[src/rtl/core/imh_pkg.sv]
package imh_pkg;

   localparam int NUM_ITEMS   = 1024;
   localparam int ID_BITS     = $clog2(NUM_ITEMS);
   localparam int CNT_BITS    = ID_BITS + 1;
   localparam int KEY_BITS    = 31;
   localparam int KIND_BITS   = 2;
   localparam int STATUS_BITS = 2;

   // A position entry equal to the heap capacity marks an id as absent.
   localparam logic [CNT_BITS-1:0] ABSENT = CNT_BITS'(NUM_ITEMS);

   typedef enum logic [KIND_BITS-1:0] {
      KIND_INSERT   = 2'd0,
      KIND_POP      = 2'd1,
      KIND_DECREASE = 2'd2
   } kind_type;

   typedef enum logic [STATUS_BITS-1:0] {
      ST_OK      = 2'd0,
      ST_EMPTY   = 2'd1,
      ST_IGNORED = 2'd2,
      ST_FULL    = 2'd3
   } status_type;

   typedef struct packed {
      logic [ID_BITS-1:0]  id;
      logic [KEY_BITS-1:0] key;
   } entry_type;

   typedef enum logic [3:0] {
      OP_NONE,
      OP_CLEAR,
      OP_ACCEPT,
      OP_START_INS,
      OP_START_DEC,
      OP_POP_TAKE,
      OP_UP_READ,
      OP_UP_MOVE,
      OP_DN_READ,
      OP_DN_MOVE,
      OP_PLACE,
      OP_RESULT
   } op_type;

   typedef struct packed {
      op_type     op;
      status_type status;
   } cmd_type;

   typedef struct packed {
      logic     clear_done;
      kind_type kind;
      logic     present;
      logic     full;
      logic     empty;
      logic     last_one;
      logic     at_root;
      logic     no_left;
      logic     up_swap;
      logic     dn_swap;
      logic     rsp_free;
   } stat_type;

endpackage

[src/rtl/core/imh_controller.sv]
module imh_controller (
   input  logic                clock,
   input  logic                reset,
   input  logic                req_valid,
   output logic                req_ready,
   input  imh_pkg::stat_type   stat,
   output imh_pkg::cmd_type    cmd
);

   typedef enum logic [3:0] {
      S_CLEAR, S_IDLE, S_LOOKUP, S_UP, S_UPCMP, S_DOWN, S_DNCMP, S_PLACE, S_RESULT
   } state_type;

   state_type state_ff, state_in;
   imh_pkg::status_type st_ff, st_in;

   always_comb begin
      state_in  = state_ff;
      st_in     = st_ff;
      cmd.op    = imh_pkg::OP_NONE;
      cmd.status = st_ff;
      req_ready = 1'b0;
      case (state_ff)
         S_CLEAR: begin
            if (stat.clear_done) begin
               state_in = S_IDLE;
            end else begin
               cmd.op = imh_pkg::OP_CLEAR;
            end
         end
         S_IDLE: begin
            req_ready = 1'b1;
            if (req_valid) begin
               cmd.op   = imh_pkg::OP_ACCEPT;
               state_in = S_LOOKUP;
            end
         end
         S_LOOKUP: begin
            st_in    = imh_pkg::ST_IGNORED;
            state_in = S_RESULT;
            case (stat.kind)
               imh_pkg::KIND_INSERT: begin
                  if (stat.present) begin
                     st_in = imh_pkg::ST_IGNORED;
                  end else if (stat.full) begin
                     st_in = imh_pkg::ST_FULL;
                  end else begin
                     cmd.op   = imh_pkg::OP_START_INS;
                     st_in    = imh_pkg::ST_OK;
                     state_in = S_UP;
                  end
               end
               imh_pkg::KIND_POP: begin
                  if (stat.empty) begin
                     st_in = imh_pkg::ST_EMPTY;
                  end else begin
                     cmd.op = imh_pkg::OP_POP_TAKE;
                     st_in  = imh_pkg::ST_OK;
                     // Removing the only element leaves nothing to sift.
                     state_in = stat.last_one ? S_RESULT : S_DOWN;
                  end
               end
               imh_pkg::KIND_DECREASE: begin
                  if (stat.present) begin
                     cmd.op   = imh_pkg::OP_START_DEC;
                     st_in    = imh_pkg::ST_OK;
                     state_in = S_UP;
                  end
               end
               default: begin
               end
            endcase
         end
         S_UP: begin
            if (stat.at_root) begin
               state_in = S_PLACE;
            end else begin
               cmd.op   = imh_pkg::OP_UP_READ;
               state_in = S_UPCMP;
            end
         end
         S_UPCMP: begin
            if (stat.up_swap) begin
               cmd.op   = imh_pkg::OP_UP_MOVE;
               state_in = S_UP;
            end else begin
               state_in = S_PLACE;
            end
         end
         S_DOWN: begin
            if (stat.no_left) begin
               state_in = S_PLACE;
            end else begin
               cmd.op   = imh_pkg::OP_DN_READ;
               state_in = S_DNCMP;
            end
         end
         S_DNCMP: begin
            if (stat.dn_swap) begin
               cmd.op   = imh_pkg::OP_DN_MOVE;
               state_in = S_DOWN;
            end else begin
               state_in = S_PLACE;
            end
         end
         S_PLACE: begin
            cmd.op   = imh_pkg::OP_PLACE;
            state_in = S_RESULT;
         end
         S_RESULT: begin
            if (stat.rsp_free) begin
               cmd.op   = imh_pkg::OP_RESULT;
               state_in = S_IDLE;
            end
         end
         default: begin
            state_in = S_CLEAR;
         end
      endcase
   end

   always_ff @(posedge clock) begin
      if (reset) begin
         state_ff <= S_CLEAR;
         st_ff    <= imh_pkg::ST_OK;
      end else begin
         state_ff <= state_in;
         st_ff    <= st_in;
      end
   end

   a_ready_after_clear: assert property (@(posedge clock) disable iff (reset)
      req_ready |-> stat.clear_done)
      else $error("item accepted before the position table was cleared");

endmodule

[config.mk]
export PLATFORM = sky130hd
export DESIGN_NAME = imh_controller
export DESIGN_NICKNAME = d
export VERILOG_FILES = /design/src/rtl/core/imh_pkg.sv /design/src/rtl/core/imh_controller.sv
export SDC_FILE = /design/constraint.sdc
export NUM_CORES = 1
export LEC_CHECK = 0
export BUFFER_PORTS_ARGS = -buffer_cell sky130_fd_sc_hd__buf_2
export CORE_MARGIN = 5
export CORE_UTILIZATION = 41
export DETAILED_ROUTE_END_ITERATION = 8
export GPL_TIMING_DRIVEN = 1
export MAX_ROUTING_LAYER = met4
export PLACE_DENSITY = 0.72
export SETUP_SLACK_MARGIN = 0.15
export SLEW_MARGIN = 30
export SYNTH_ARGS = -nofsm -noshare
export SYNTH_HDL_FRONTEND = slang
export SYNTH_SLANG_ARGS = --single-unit
export TNS_END_PERCENT = 50
[constraint.sdc]
create_clock -name clock -period 1.9 [get_ports clock]
set_clock_uncertainty 0.05 [all_clocks]
set_input_delay 0.285 -clock clock [delete_from_list [all_inputs] [get_ports clock]]
set_output_delay 0.285 -clock clock [all_outputs]
set_load 0.005 [all_outputs]
==> metrics.cfg <==
[sta]
fin_hold_ws_ps=265
setup_violations=3
rsz0062_at_grt=yes
report.final.slew_viol_count=0
setup_ws_ps=-113
finalCriticalPeriod_ps=2010
fmax_mhz=497
worst_pin_slew_ps=437
finalCritPeriodShare_pct=106
slew_headroom_pct=70.6
finalHoldViolations=0

[floorplanning]
dieWidth_um=47.1
num_io_pins=22
placementRows=13
start_util_pct=43.3
die_area_sq_um=2210
die_y_um=47.1
core_sq_um=1300

[synth]
synth_edf_count=0
yosysWarnings=0
synthArstFlopShare_pct=0
ys_seq_area_share_pct=21.3
syn-num-nets=94
synthCells=79
ys_ff_latch=6
synth.distinct_cells=34
yosys_most_used_dff=dfxtp_1
avgSynthCellArea_sq_um=7.13
synth_area_sq_um=563

[place]
port_buffers=21
place_hpwl_um=1420
routabilityCongestion=0.939
dp_slack_ps=-65.6

[grt]
grt_pass1_wl_um=2910
grt_pass1_vias=667
grtUsageTotal_pct=18.9
antenna_found_initial=0
grt_max_degree=16
gr-total-overflow=0

[worst_setup_path]
critPathLaunchType=flop
path_depth=5
cp_top_family=simple AND/OR/NAND/NOR gates
endpoint_kind=primary output
reg2regPathDepth=4
cp_num_buf_inv=1
crit_type=flop to primary output
crit_slowest_cell=or4b_4
cp_max_fo=3
worstPathArrival_ps=1680
crit_chain=or4b_4, nor4b_4, a31oi_2, o311ai_1, buf_2
slowest_delay_ps=580
cp.required_ps=1560

[status]
status=finished, violations left
failed_checks=negative setup slack

[drt]
drc=0
vias_per_cell=6.22
wirelength_um=1890
detail_route.wl_per_cell_um=15.1
drt_pass1_iterations=5
num_vias=778
drt_iter0_markers=21
detail-route-antenna-nets=0

[layout]
fillers=122
fin_nets=127
insertedDiodeCount=0
layout-drive-gt1-share_pct=42.7
area_delta_synth_final_pct=49.3
final_cell_mix=21 x buf_2, 13 x buf_4, 10 x a21oi_1
layout_commonest_cell=buf_2
utilization_pct=64.6

[clock_tree]
numCtsBuffers=3
path_clk_slew_ps=50
cts-root-buf=clkbuf_4
cts_tree=built
cts.htree.levels=1
insertion_delay_ps=250
cts_sinks=6
ctsLongestPathBuffers=2

[power]
p_leak_nw=0.343
p_per_area_nw_per_um2=626
max-vdd-ir-drop_uv=421
power_mw=0.526

[job]
drv_cap=0

[min_path]
whs_path_depth=2
hp-class=input port to flop

Yosys cell counts, drive strengths merged, types with 3 or more instances:
cell type | count | area (sq um)
a2111oi | 3 | 33.8
buf | 4 | 17.5
a31oi | 3 | 18.8
nor4b | 3 | 32.5
nor2 | 9 | 33.8
a21boi | 3 | 22.5
nand2 | 7 | 26.3
nor3 | 3 | 15.0
dfxtp | 6 | 120
a21oi | 11 | 55.1
inv | 4 | 15.0
sequential cells by signal, indices dropped and copies added (netlist names):
signal,count
st_ff,2
state_ff,4
worst paths after layout:
path / from / to / slack, ps
setup / recovery: state_ff[3] / cmd[2] / -110
hold / removal: reset / st_ff[0] / 260
setup reg to reg: state_ff[3] / state_ff[1] / 10
hold reg to reg: st_ff[1] / st_ff[1] / 400
layer usage:
layer	global-route usage (%)	up-vias	part of all wire, %
li1	-	372	-
met2	30.6	46	48
met1	23.9	354	40
met3	3.83	6	10
met4	4.97	0	1.9
met5	-	-	0
metrics by stage:
step           setup TNS [ps]  area [sq um]  cells
2_1_floorplan               0           563     79
6_report                 -229           841    125
5_1_grt                  -543           841    125
3_3_place_gp                0           752    121
3_5_place_dp            -65.6           752    121
4_1_cts                  -253           822    125
area by class of cell:
cell class / instances / area (sq um) / area share [%]
multi-input combinational: 63 / 462 / 54.9
timing repair buffer: 34 / 203 / 24.1
sequential: 6 / 120 / 14.3
clock buffer: 3 / 22.5 / 2.68
tap: 15 / 18.8 / 2.23
inverter: 4 / 15.0 / 1.79
power breakdown:
group          switching [mW]  total (mW)  internal (mW)  leakage (nW)
sequential            0.00679       0.145          0.138        0.0487
clock                  0.0463       0.118         0.0715        0.0138
combinational           0.139       0.264          0.125         0.281
total                   0.192       0.526          0.335         0.343
cells by family after synthesis:
kind of cell    synth area share (%)
buf+inv                         7.11
flops                           21.3
simple gates                    31.1
compound gates                  40.4
what timing repair did:
item,in CTS,in global routing
buffers inserted,1,0
pin swaps,4,1
hold buffers,0,0
resized for setup,7,3
endpoints found under the setup margin,6,8
Power figures use the tool's default switching activity.
